**config.mk**
```make
export PLATFORM = sky130hd
export DESIGN_NAME = murmur2_hash32
export DESIGN_NICKNAME = d
export VERILOG_FILES = /design/src/hdl/mh2_pkg.sv /design/src/hdl/mh2_ctrl.sv /design/src/hdl/mh2_dp.sv /design/src/hdl/murmur2_hash32.sv
export SDC_FILE = /design/constraint.sdc
export NUM_CORES = 1
export LEC_CHECK = 0
export BUFFER_PORTS_ARGS = -buffer_cell sky130_fd_sc_hd__buf_4
export CORE_MARGIN = 2
export CORE_UTILIZATION = 45
export DETAILED_ROUTE_END_ITERATION = 16
export GPL_TIMING_DRIVEN = 0
export PLACE_DENSITY = 0.63
export SETUP_SLACK_MARGIN = 0.2
export SLEW_MARGIN = 30
export SYNTH_ARGS = -nofsm -noshare
export SYNTH_HDL_FRONTEND = slang
export SYNTH_SLANG_ARGS = --single-unit
```
**constraint.sdc**
```tcl
create_clock -name clk_i -period 9.4 [get_ports clk_i]
set_clock_uncertainty 0.15 [all_clocks]
set_input_delay 1.88 -clock clk_i [delete_from_list [all_inputs] [get_ports clk_i]]
set_output_delay 1.88 -clock clk_i [all_outputs]
set_load 0.01 [all_outputs]
```
**src/hdl/mh2_pkg.sv**
```systemverilog
// Package for the MurmurHash2 block: constants, sequencer state and
// controller/datapath command and status types. No dependencies.
package mh2_pkg;

  localparam logic [31:0] MixMult   = 32'h5bd1_e995;
  localparam int unsigned KeyShift  = 24;
  localparam int unsigned FinShiftA = 13;
  localparam int unsigned FinShiftB = 15;
  localparam logic [31:0] SeedReset = 32'hdead_beef;

  // input tdata layout, lowest bit first
  localparam int unsigned InDataW   = 72;
  localparam int unsigned WordLsb   = 0;
  localparam int unsigned VbLsb     = 32;
  localparam int unsigned LenLsb    = 35;

  typedef enum logic [2:0] {
    ST_IDLE,
    ST_KEY1,
    ST_KEY2,
    ST_HMIX,
    ST_TAIL,
    ST_FIN
  } state_e;

  typedef enum logic [2:0] {
    OP_NONE,
    OP_KEY1,
    OP_KEY2,
    OP_HMIX,
    OP_TAIL,
    OP_FIN
  } mul_op_e;

  typedef struct packed {
    logic    load;
    mul_op_e op;
  } dp_cmd_t;

  typedef struct packed {
    logic in_full;
    logic in_tail;
    logic in_last;
    logic out_busy;
  } dp_sts_t;

  function automatic logic [31:0] tail_mask(input logic [1:0] n);
    logic [31:0] m;
    case (n)
      2'd1:    m = 32'h0000_00ff;
      2'd2:    m = 32'h0000_ffff;
      default: m = 32'h00ff_ffff;
    endcase
    return m;
  endfunction

endpackage

```
**src/hdl/mh2_ctrl.sv**
```systemverilog
// Sequencer for the MurmurHash2 block: walks each word through the shared
// multiplier steps. Depends on mh2_pkg.
module mh2_ctrl
  import mh2_pkg::*;
(
  input  logic    clk_i,
  input  logic    rst_ni,
  input  logic    s_axis_tvalid,
  output logic    s_axis_tready,
  input  dp_sts_t sts_i,
  output dp_cmd_t cmd_o
);

  state_e state_q, state_d;
  logic   last_q, last_d;

  always_ff @(posedge clk_i or negedge rst_ni) begin
    if (!rst_ni) begin
      state_q <= ST_IDLE;
      last_q  <= 1'b0;
    end else begin
      state_q <= state_d;
      last_q  <= last_d;
    end
  end

  always_comb begin
    state_d       = state_q;
    last_d        = last_q;
    s_axis_tready = 1'b0;
    cmd_o.load    = 1'b0;
    cmd_o.op      = OP_NONE;
    case (state_q)
      ST_IDLE: begin
        s_axis_tready = 1'b1;
        if (s_axis_tvalid) begin
          cmd_o.load = 1'b1;
          last_d     = sts_i.in_last;
          if (sts_i.in_full) begin
            state_d = ST_KEY1;
          end else if (sts_i.in_tail) begin
            state_d = ST_TAIL;
          end else if (sts_i.in_last) begin
            state_d = ST_FIN;
          end
        end
      end
      ST_KEY1: begin
        cmd_o.op = OP_KEY1;
        state_d  = ST_KEY2;
      end
      ST_KEY2: begin
        cmd_o.op = OP_KEY2;
        state_d  = ST_HMIX;
      end
      ST_HMIX: begin
        cmd_o.op = OP_HMIX;
        state_d  = last_q ? ST_FIN : ST_IDLE;
      end
      ST_TAIL: begin
        cmd_o.op = OP_TAIL;
        state_d  = last_q ? ST_FIN : ST_IDLE;
      end
      ST_FIN: begin
        // wait for the output register to free up
        if (!sts_i.out_busy) begin
          cmd_o.op = OP_FIN;
          state_d  = ST_IDLE;
        end
      end
      default: state_d = ST_IDLE;
    endcase
  end

`ifndef SYNTHESIS
  a_full_to_key: assert property (@(posedge clk_i) disable iff (!rst_ni)
    (s_axis_tvalid && s_axis_tready && sts_i.in_full) |=> state_q == ST_KEY1)
    else $error("full word did not start key mix");

  a_mid_to_idle: assert property (@(posedge clk_i) disable iff (!rst_ni)
    (state_q == ST_HMIX && !last_q) |=> state_q == ST_IDLE)
    else $error("non-last word did not return to idle");
`endif

endmodule

```
**src/hdl/mh2_dp.sv**
```systemverilog
// Datapath for the MurmurHash2 block: hash, key and seed registers, one
// shared 32x32 constant multiplier and the output register. Depends on mh2_pkg.
module mh2_dp
  import mh2_pkg::*;
(
  input  logic                 clk_i,
  input  logic                 rst_ni,
  input  logic                 cfg_we_i,
  input  logic [31:0]          cfg_wdata_i,
  input  logic [InDataW-1:0]   s_axis_tdata,
  input  logic                 s_axis_tuser,
  input  logic                 s_axis_tlast,
  output logic                 m_axis_tvalid,
  input  logic                 m_axis_tready,
  output logic [31:0]          m_axis_tdata,
  input  dp_cmd_t              cmd_i,
  output dp_sts_t              sts_o
);

  logic [31:0] seed_q;
  logic [31:0] h_q, h_d;
  logic [31:0] k_q, k_d;
  logic [31:0] w_q;
  logic [1:0]  n_q;
  logic [31:0] out_q, out_d;
  logic        out_valid_q, out_valid_d;

  logic [31:0] in_word, in_len;
  logic [2:0]  in_vb;
  logic [31:0] mul_a, prod;

  assign in_word = s_axis_tdata[WordLsb +: 32];
  assign in_vb   = s_axis_tdata[VbLsb +: 3];
  assign in_len  = s_axis_tdata[LenLsb +: 32];

  assign sts_o.in_full  = in_vb[2];
  assign sts_o.in_tail  = !in_vb[2] && (in_vb[1:0] != 2'd0);
  assign sts_o.in_last  = s_axis_tlast;
  assign sts_o.out_busy = out_valid_q && !m_axis_tready;

  always_comb begin
    case (cmd_i.op)
      OP_KEY1: mul_a = w_q;
      OP_KEY2: mul_a = k_q ^ (k_q >> KeyShift);
      OP_HMIX: mul_a = h_q;
      OP_TAIL: mul_a = h_q ^ (w_q & tail_mask(n_q));
      OP_FIN:  mul_a = h_q ^ (h_q >> FinShiftA);
      default: mul_a = h_q;
    endcase
  end

  assign prod = mul_a * MixMult;

  always_comb begin
    h_d         = h_q;
    k_d         = k_q;
    out_d       = out_q;
    out_valid_d = out_valid_q && !m_axis_tready;
    if (cmd_i.load) begin
      h_d = s_axis_tuser ? (seed_q ^ in_len) : h_q;
    end
    case (cmd_i.op)
      OP_KEY1, OP_KEY2: k_d = prod;
      OP_HMIX:          h_d = prod ^ k_q;
      OP_TAIL:          h_d = prod;
      OP_FIN: begin
        out_d       = prod ^ (prod >> FinShiftB);
        out_valid_d = 1'b1;
      end
      default: ;
    endcase
  end

  always_ff @(posedge clk_i or negedge rst_ni) begin
    if (!rst_ni) begin
      seed_q      <= SeedReset;
      h_q         <= '0;
      out_valid_q <= 1'b0;
    end else begin
      if (cfg_we_i) begin
        seed_q <= cfg_wdata_i;
      end
      h_q         <= h_d;
      out_valid_q <= out_valid_d;
    end
  end

  always_ff @(posedge clk_i) begin
    k_q   <= k_d;
    out_q <= out_d;
    if (cmd_i.load) begin
      w_q <= in_word;
      n_q <= in_vb[1:0];
    end
  end

  assign m_axis_tvalid = out_valid_q;
  assign m_axis_tdata  = out_q;

`ifndef SYNTHESIS
  a_fin_not_busy: assert property (@(posedge clk_i) disable iff (!rst_ni)
    (cmd_i.op == OP_FIN) |-> !(out_valid_q && !m_axis_tready))
    else $error("final mix overwrote a pending result");

  a_valid_from_fin: assert property (@(posedge clk_i) disable iff (!rst_ni)
    $rose(out_valid_q) |-> $past(cmd_i.op == OP_FIN))
    else $error("result appeared without a final mix");
`endif

endmodule

```
**src/hdl/murmur2_hash32.sv**
```systemverilog
// Top level of the 32-bit MurmurHash2 streaming hasher.
// Instantiates mh2_ctrl and mh2_dp; depends on mh2_pkg.
//
// Hashes a byte message sent as little-endian 32-bit words, one transfer per
// word; tlast marks the final word and tuser the first. One shared 32x32
// multiplier, whose product is registered, does all the work: a full word
// is accepted and then takes three multiply steps (KEY1, KEY2, HMIX), a 1-3
// byte tail takes the TAIL step and an empty word none after the accept; the
// final word adds the finalizer multiply (FIN). The hash sits in an output
// register, and the next word is accepted while it waits to be taken. The
// user writes the seed through cfg_we_i/cfg_wdata_i only while the block is
// idle (the block does not enforce this); the seed resets to 0xDEADBEEF.
module murmur2_hash32
  import mh2_pkg::*;
(
  input  logic               clk_i,
  input  logic               rst_ni,
  input  logic               cfg_we_i,
  input  logic [31:0]        cfg_wdata_i,
  input  logic               s_axis_tvalid,
  output logic               s_axis_tready,
  // [31:0] data_word, [34:32] valid_bytes, [66:35] total_length, [71:67] zero
  input  logic [InDataW-1:0] s_axis_tdata,
  // [0] first_word
  input  logic               s_axis_tuser,
  input  logic               s_axis_tlast,
  output logic               m_axis_tvalid,
  input  logic               m_axis_tready,
  // [31:0] hash_value
  output logic [31:0]        m_axis_tdata
);

  dp_cmd_t cmd;
  dp_sts_t sts;

  mh2_ctrl u_ctrl (
    .clk_i         (clk_i),
    .rst_ni        (rst_ni),
    .s_axis_tvalid (s_axis_tvalid),
    .s_axis_tready (s_axis_tready),
    .sts_i         (sts),
    .cmd_o         (cmd)
  );

  mh2_dp u_dp (
    .clk_i         (clk_i),
    .rst_ni        (rst_ni),
    .cfg_we_i      (cfg_we_i),
    .cfg_wdata_i   (cfg_wdata_i),
    .s_axis_tdata  (s_axis_tdata),
    .s_axis_tuser  (s_axis_tuser),
    .s_axis_tlast  (s_axis_tlast),
    .m_axis_tvalid (m_axis_tvalid),
    .m_axis_tready (m_axis_tready),
    .m_axis_tdata  (m_axis_tdata),
    .cmd_i         (cmd),
    .sts_o         (sts)
  );

endmodule

```
Word-level counts from Yosys, hierarchy flattened
Cells that the tools add are included.
- flip-flop bits (word level): 167
- bits in latches: 0
- RAM bits: 0
- bits in read-only memories: 0
- input port bits: 111
- output and inout port bits: 34
- logic and storage cells: 64
- memories: 0
- $add $sub $neg: 0
- multiply operators: 1
- divide/modulo/power cells: 0
- magnitude comparators: 0
- equality and inequality tests: 15
- shifts and indexed selects: 0
- mux-type cells: 19
- bitwise gates (word level): 7
- reductions and logical operators: 13
- operators with widths (cell ; number):
    case mux 32 bit (4 select lines) ; 1
    2-to-1 mux 32 bit ; 3
    bitwise XOR 32 bit ; 3
    case mux 32 bit (2 select lines) ; 1
    case mux 24 bit (2 select lines) ; 1
    bitwise AND 32 bit ; 1
    multiplier 32 x 31 -> 32 bit (second input constant) ; 1
    bitwise XOR 32 x 17 -> 32 bit ; 1
    bitwise XOR 32 x 19 -> 32 bit ; 1
    bitwise XOR 32 x 8 -> 32 bit ; 1
    case mux 3 bit (5 select lines) ; 2
    2-to-1 mux 3 bit ; 7
    == test 3 x 2 -> 1 bit (second input constant) ; 4
    == test 3 bit (second input constant) ; 4
    == test 3 x 1 -> 1 bit (second input constant) ; 2
    nonzero test 3 bit ; 2
    2-to-1 mux 1 bit ; 4
    inequality test 2 bit (second input constant) ; 2
    inequality test 4 bit (second input constant) ; 1
    AND reduction 2 bit ; 2
    OR reduction 2 bit ; 2
    zero test 3 bit ; 1
    AND reduction 3 bit ; 1
    == test 2 x 1 -> 1 bit (second input constant) ; 1
    other kinds (4) ; 6

Depth between registers and ports, before layout
Gate-level depths: netlist of run 1.
- word-level depth: 12
- mapped depth: 36
- depth with buffers taken out: 34

By module
Synthesis of run 1 repeated with hierarchy kept, for this count alone.
- cells, all modules: 1687
- area total of the unflattened synthesis: 17335.4 µm²
- modules (own cells, without submodules) (module ; instances ; cells each ; area an instance (µm²) ; sequential area each (µm²)):
    mh2_dp ; 1 ; 1654 ; 17011.3 ; 4599.4
    mh2_ctrl ; 1 ; 33 ; 324.1 ; 100.1

Worst setup path after synthesis of run 1
Ideal clock, no wire load.
- path kind: input port to flip-flop
- start point: input m_axis_tready
- end point: register u_dp.h_q[31]
- library setup time: 0.111 ns
- arrival time: 10.564 ns
- required time: 9.139 ns
- slack: -1.425 ns
- stages on the path: 30
- path buffers: 2
- path through: nand2b_1 -> nand2_1 -> inv_2 -> clkbuf_1 -> clkbuf_1 -> nand2_1 -> xor2_1 -> o31ai_1 -> inv_1 -> fa_1 -> inv_1 -> ha_1 -> inv_1 -> fa_1 -> inv_1 -> fa_1 -> inv_1 -> fa_1 -> fa_1 -> fa_1 -> fa_1 -> xnor2_1 -> xnor2_1 -> xnor2_1 -> xnor2_1 -> xnor3_1 -> xnor3_1 -> or3_1 -> and2_4 -> a2111oi_2
- cells in the longest elaborated chain, start to end: 9
- elaborated cells on any way between the ends: 16
- those cells by class: mul (1); eq/ne (5); mux (4); bitwise (1); reduce/logical (5)
- ends and longest elaborated chain (what ; RTL line ; text):
    from (decl) ; murmur2_hash32.sv:28 ; input logic m_axis_tready,
    zero test 1 bit * ; mh2_dp.sv:39 ; assign sts_o.out_busy = out_valid_q && !m_axis_tready;
    logical AND 1 bit * ; mh2_dp.sv:39 ;
    2-to-1 mux 3 bit * ; mh2_ctrl.sv:66 ; if (!sts_i.out_busy) begin
    case mux 3 bit (5 select lines) * ; mh2_ctrl.sv:33 ; case (state_q)
    == test 3 bit, or another cell as far along ; mh2_dp.sv:42 ; case (cmd_i.op)
    case mux 32 bit (4 select lines) ; mh2_dp.sv:42 ;
    multiplier 32 x 31 -> 32 bit ; mh2_dp.sv:52 ; assign prod = mul_a * MixMult;
    bitwise XOR 32 bit ; mh2_dp.sv:64 ; OP_HMIX: h_d = prod ^ k_q;
    case mux 32 bit (2 select lines) ; mh2_dp.sv:62 ; case (cmd_i.op)
    to (signal assigned) ; mh2_dp.sv:77 ; h_q <= '0;
    to (signal assigned) ; mh2_dp.sv:83 ; h_q <= h_d;
    to (decl) ; mh2_dp.sv:21 ; logic [31:0] h_q, h_d;
Every way passes the cells marked *; elsewhere a longest branch is shown, timed or not.
A chain may end at the register's enable or synchronous reset.

Worst setup path in the final report of run 1
- start point: input m_axis_tready
- end point: register u_dp.out_q[15] (netlist: u_dp.m_axis_tdata[15]) (data pin)
- cells in the longest elaborated chain, start to end: 8
- elaborated cells on any way between the ends: 11
- those cells by class: mul (1); eq/ne (4); mux (3); bitwise (1); reduce/logical (2)
- ends and longest elaborated chain (what ; RTL line ; text):
    zero test 1 bit * ; mh2_dp.sv:39 ;
    logical AND 1 bit * ; mh2_dp.sv:39 ;
    2-to-1 mux 3 bit * ; mh2_ctrl.sv:66 ;
    case mux 3 bit (5 select lines) * ; mh2_ctrl.sv:33 ;
    == test 3 bit, or another cell as far along ; mh2_dp.sv:42 ;
    case mux 32 bit (4 select lines) * ; mh2_dp.sv:42 ;
    multiplier 32 x 31 -> 32 bit * ; mh2_dp.sv:52 ;
    via u_dp.prod[30] ; mh2_dp.sv:30 ; logic [31:0] mul_a, prod;
    bitwise XOR 32 x 17 -> 32 bit * ; mh2_dp.sv:67 ; out_d = prod ^ (prod >> FinShiftB);
    to (signal assigned) ; mh2_dp.sv:90 ; out_q <= out_d;
    to (decl) ; mh2_dp.sv:25 ; logic [31:0] out_q, out_d;
The timed path passes the listed nets; every way through them passes the cells marked *.

==> run summary, run 1 <==
CP Data Required Time: 9.42 ns
Post-DR vias/cell: 5.52
Post-Layout Cell Count: 2467
# setup viols final: 0
Fill cell count: 3345
Area share of the largest cell type after synthesis: 20.8%
Via count: 13606
Antenna violations before repair: 0
Register area: 4700 sq um
Residual DRC: 0
Setup crit end kind: register
Final period util: 99.6%
TritonCTS clock tree: yes
WL per Instance: 22.8 um
Clk root buf: clkbuf_16
Synthesis-to-layout area growth: 22.7%
Pre-CTS setup slack: -1.55 ns
Area leader, netlist: fa_1
Commonest cells after routing, fill and taps aside: inv_1 (361), buf_4 (215), ha_1 (200), fa_1 (176), edfxtp_1 (98)
Seq/Total Area, Yosys: 27.2%
Dpl cells: 2346
Type of the worst setup path: input pin to register
DIE WIDTH: 200 um
Fin util: 56.2%
Critical Path Fanout Max: 8
Largest net degree at the start of global routing: 70
Crit path largest cell delay: 0.54 ns
Clock sinks: 167
Synth Register Bits: 167
Worst slew margin: 34.7%
Gr ovfl total: 0
CTS Buf Count: 17
Hold Fails Final Rpt: 0
Post-route worst setup slack: 0.0338 ns
Clk_lat worst skew: 0.46 ns
Die ar.: 40000 sq um
Syn Nets: 2200
Die height: 200 um
Reg clk slew, reported paths: 0.07 ns
Setup TNS: 0 ns
IO Pins: 145
Syn Inst Count: 1694
Unrepaired setup endpoints after global routing: yes
Avg Synthesized Cell Area: 10.2 sq um
Max Slew Vio Count: 0
FMAX: 107 MHz
IO buf count: 138
First-pass GRT wire length: 84200 um
Ys async rst share: 41.3%
Multi-input gate area: 11700 sq um
Min-Delay Path Class: register to register
Slew @ Worst Pin: 0.973 ns
Status: finished clean
EDFF count, synth: 98
CP Launch Type: input pin
Final #Nets: 2449
CTS Hold Buffers Added: 0
Dpl hpwl: 42400 um
GPL Wtd Cong: 0.940
Leading cell type in the layout, fill and taps excluded: inv_1
DR iter-0 viols: 1027
Initial core utilization: 45.8%
Vias in the first global route: 13969
WP data arrival: 9.39 ns
Antenna cells: 0
Yosys warns: 0
Netlist cell types: 82
Min cycle time layout: 9.37 ns
Global-route usage over all layers: 29.2%
Top_reg_cell synth: edfxtp_1
Longest Clk Path Bufs: 2
Antenna Nets Post-Route: 0
Cell Area, Synth: 17300 sq um
Crit-path slowest cell: fa_1
Share of layout cells above drive strength 1: 23.4%
Max_cap viols: 0
CORE AREA: 37800 sq um
Synth area leaders: fa_1 (21%), edfxtp_1 (17%), ha_1 (16%), inv_1 (8.3%), dfrtp_1 (6.5%)
Drt total wl: 56200 um
First drt pass iteration count: 6
Row Count: 71
CP most frequent cell: fa_1
H-Tree Depth: 4
worst max-delay path: cells and delay by family:
family                   cells  cell delay [ns]
AND/OR/NAND/NOR              5             0.91
buffers and inverters        9             0.85
XOR/XNOR                     1             0.06
AO/OA/AOI/OAI                7             1.66
adder cells (fa/ha/maj)      9             4.00
cells by family (layout without fill, tap and decap cells):
family          Yosys count  in the layout  share of synthesized area [%]
compound gates          322            322                           11.8
buf+inv                 431            693                           9.54
mux                      33             33                           2.15
xor+xnor                123            123                           6.56
simple gates            223            223                           6.33
fa+ha+maj               395            395                           36.4
flops                   167            167                           27.2
repair_timing:
item | CTS | global route
buffers inserted | 58 | 28
gates resized for setup | 74 | 58
gates cloned | 3 | 0
pin swaps | 41 | 58
endpoints found under the setup margin | 65 | 58
worst paths after layout:
path / to / slack, ns / start / cells after the start
max: u_dp.m_axis_tdata[15]$_DFFE_PN_ / 0.03 / m_axis_tready / 31
min: u_dp.h_q[6]$_DFFE_PN0P_ / 0.37 / u_dp.h_q[6]$_DFFE_PN0P_ / 2
max reg2reg: u_dp.m_axis_tdata[15]$_DFFE_PN_ / 0.23 / u_ctrl.state_q[1]$_DFFE_PN0P_ / 35
min reg2reg: u_dp.h_q[6]$_DFFE_PN0P_ / 0.37 / u_dp.h_q[6]$_DFFE_PN0P_ / 2
max in group asynchronous: u_ctrl.state_q[0]$_DFFE_PN0P_ / 7.31 / rst_ni / 1
min in group asynchronous: u_dp.h_q[23]$_DFFE_PN0P_ / 1.32 / rst_ni / 1
cell usage after synthesis, drive strengths merged (17+ instances only):
cell type and number:
inv 385, xnor2 76, nand2 69, edfxtp 98
xor2 43, ha 215, o21ai 87, a21oi 95
mux2 33, a31oi 17, dfstp 24, nor2 69
nand2b 17, buf 17, fa 180, dfrtp 45
clkbuf 29
registers in the layout (all words and copies together) (netlist names):
signal	flops
u_dp.w_q	32
u_dp.m_axis_tdata	32
u_ctrl.state_q	3
u_dp.seed_q	32
u_dp.h_q	32
u_dp.n_q	2
u_ctrl.last_q	1
u_dp.m_axis_tvalid	1
u_dp.k_q	32
through the flow:
stage / hold WS, ns / instance area (sq um)
after floorplan: 0.299 / 17500
after global placement: 0.336 / 19100
after detailed placement: 0.346 / 19200
after CTS: 0.368 / 20700
after global routing: 0.394 / 21200
final: 0.366 / 21200
routing by layer:
layer / GRT usage (%) / part of all wire (%)
met1: 37.2 / 40
met2: 47.9 / 47
met3: 6.27 / 8.0
met4: 13.4 / 5.2
met5: 0 / 0
cell type report:
cell class | count | share of cell area (%)
well taps | 511 | 3.01
flip-flops and latches | 167 | 22.2
multi-input cells | 1096 | 55.0
repair buffers | 230 | 8.74
plain buffers | 46 | 1.25
clock buffers | 19 | 2.14
inverters | 385 | 6.93
clock inverters | 13 | 0.749
Power of run 1 is left out: the tool's default activity adds up to more than one toggle a clock period on the data nets, which glitch-free logic cannot reach.
==> run 2: changes to the inputs <==
==> constraint.sdc (replaced) <==
create_clock -name clk_i -period 7.6 [get_ports clk_i]
set_clock_uncertainty 0.15 [all_clocks]
set_input_delay 1.52 -clock clk_i [delete_from_list [all_inputs] [get_ports clk_i]]
set_output_delay 1.52 -clock clk_i [all_outputs]
set_load 0.01 [all_outputs]
==> run summary, run 2 (same netlist as run 1, synthesis figures left out) <==
TritonCTS clock tree: yes
CTS Buf Count: 17 (unchanged)
H-Tree Depth: 4 (unchanged)
Share of layout cells above drive strength 1: 30.8% (+7.4 points)
Die height: 200 um (unchanged)
Row Count: 71 (unchanged)
Synthesis-to-layout area growth: 30.0%
CP Launch Type: input pin
DR iter-0 viols: 1202 (+17%)
Dpl hpwl: 42400 um (about the same)
Antenna violations before repair: 1 (+1)
IO Pins: 145 (unchanged)
Crit-path slowest cell: fa_1
Post-route worst setup slack: -1.30 ns (-1.33 ns)
Clk_lat worst skew: 0.45 ns (about the same)
Clock sinks: 167 (unchanged)
Gr ovfl total: 0 (unchanged)
Failing checks: negative setup slack
Min-Delay Path Class: register to register
Largest net degree at the start of global routing: 70 (unchanged)
Register area: 4700 sq um (unchanged)
Slew @ Worst Pin: 0.847 ns (-0.126 ns)
WP data arrival: 9.11 ns (-0.28 ns)
CP most frequent cell: fa_1
Via count: 13859 (+1.9%)
CORE AREA: 37800 sq um (unchanged)
First-pass GRT wire length: 85200 um (+1.2%)
Reg clk slew, reported paths: 0.08 ns (about the same)
Global-route usage over all layers: 29.2% (about the same)
Longest Clk Path Bufs: 2 (unchanged)
Multi-input gate area: 12400 sq um (+5.9%)
Type of the worst setup path: input pin to register
Residual DRC: 0 (unchanged)
FMAX: 112 MHz
Die ar.: 40000 sq um (unchanged)
IO buf count: 138 (unchanged)
Antenna cells: 0 (unchanged)
Commonest cells after routing, fill and taps aside: inv_1 (343), buf_4 (239), ha_1 (174), fa_1 (173), edfxtp_1 (98)
Min cycle time layout: 8.90 ns
Max Slew Vio Count: 0 (unchanged)
CP Data Required Time: 7.82 ns (-1.60 ns)
# setup viols final: 65 (+65)
Leading cell type in the layout, fill and taps excluded: inv_1
Critical Path Fanout Max: 6 (-2)
Crit path largest cell delay: 0.53 ns (about the same)
Post-DR vias/cell: 5.50 (-0.36%)
Unrepaired setup endpoints after global routing: yes
Hold Fails Final Rpt: 0 (unchanged)
First drt pass iteration count: 6 (unchanged)
Setup TNS: -55.25 ns (-55.25 ns)
DIE WIDTH: 200 um (unchanged)
Worst slew margin: 43.6% (+8.9 points)
Vias in the first global route: 14422 (+3.2%)
Setup crit end kind: register
WL per Instance: 22.6 um (-0.84%)
Clk root buf: clkbuf_16
CTS Hold Buffers Added: 0 (unchanged)
Final #Nets: 2504 (+2.2%)
Drt total wl: 56900 um (+1.4%)
GPL Wtd Cong: 0.952 (+1.3%)
Final period util: 117%
Initial core utilization: 45.8% (unchanged)
Max_cap viols: 0 (unchanged)
Antenna Nets Post-Route: 0 (unchanged)
Status: finished, violations left
Fill cell count: 3186 (-4.8%)
==> run 2: what timing repair did <==
| item | in CTS | in global routing |
|---|---|---|
| pin swaps | 81 | 66 |
| setup buffers | 115 | 25 |
| cloned | 3 | 0 |
| resized for setup | 139 | 111 |
| endpoints found under the setup margin | 78 | 71 |
==> run 2: area by class of cell <==
type	instances	share of cell area (%)
clock inverter	15	0.780
buffer	46	1.29
tap	511	2.85
timing repair buffer	285	10.7
clock buffer	17	1.89
multi-input combinational	1096	55.0
inverter	385	6.55
sequential	167	20.9
==> run 2: path summary, 6_finish.rpt <==
kind | startpoint | to | slack (ns) | cells after the start
hold reg to reg | u_dp.h_q[7]$_DFFE_PN0P_ | u_dp.h_q[7]$_DFFE_PN0P_ | 0.37 | 2
min in group asynchronous | rst_ni | u_dp.seed_q[8]$_DFFE_PN0P_ | 0.93 | 1
max in group asynchronous | rst_ni | u_dp.h_q[31]$_DFFE_PN0P_ | 5.84 | 1
hold / removal | u_dp.h_q[7]$_DFFE_PN0P_ | u_dp.h_q[7]$_DFFE_PN0P_ | 0.37 | 2
setup reg to reg | u_ctrl.state_q[1]$_DFFE_PN0P_ | u_dp.h_q[28]$_DFFE_PN0P_ | -1.11 | 35
setup / recovery | m_axis_tready | u_dp.h_q[28]$_DFFE_PN0P_ | -1.30 | 35
==> run 2: routing by layer <==
| metal | up-vias | share of wire [%] | GRT usage (%) |
|---|---|---|---|
| li1 | 6229 | - | - |
| met1 | 6889 | 41 | 37.7 |
| met2 | 561 | 47 | 47.9 |
| met3 | 178 | 6.9 | 5.49 |
| met4 | 2 | 5.9 | 13.5 |
| met5 | - | 0.023 | 0 |
==> run 2: worst max-delay path, delay by kind of cell <==
| kind | cells | cell delay, ns |
|---|---|---|
| buffers and inverters | 12 | 1.02 |
| AO/OA/AOI/OAI | 10 | 1.78 |
| adder cells (fa/ha/maj) | 9 | 3.65 |
| AND/OR/NAND/NOR | 4 | 1.11 |
==> run 2: metrics by stage <==
step / instance area (sq um) / hold WS, ns / cells / util (%) / worst slack [ns]
after floorplan: 17800 / 0.305 / 1694 / - / -1.10
after global placement: 19500 / 0.325 / 2343 / 51.6 / -2.81
after detailed placement: 19600 / 0.350 / 2347 / 51.8 / -2.94
after CTS: 21800 / 0.367 / 2497 / 57.7 / -1.32
after global routing: 22500 / 0.392 / 2522 / 59.5 / -1.47
final: 22500 / 0.370 / 2522 / 59.5 / -1.30
Power of run 2 is left out for the same reason.
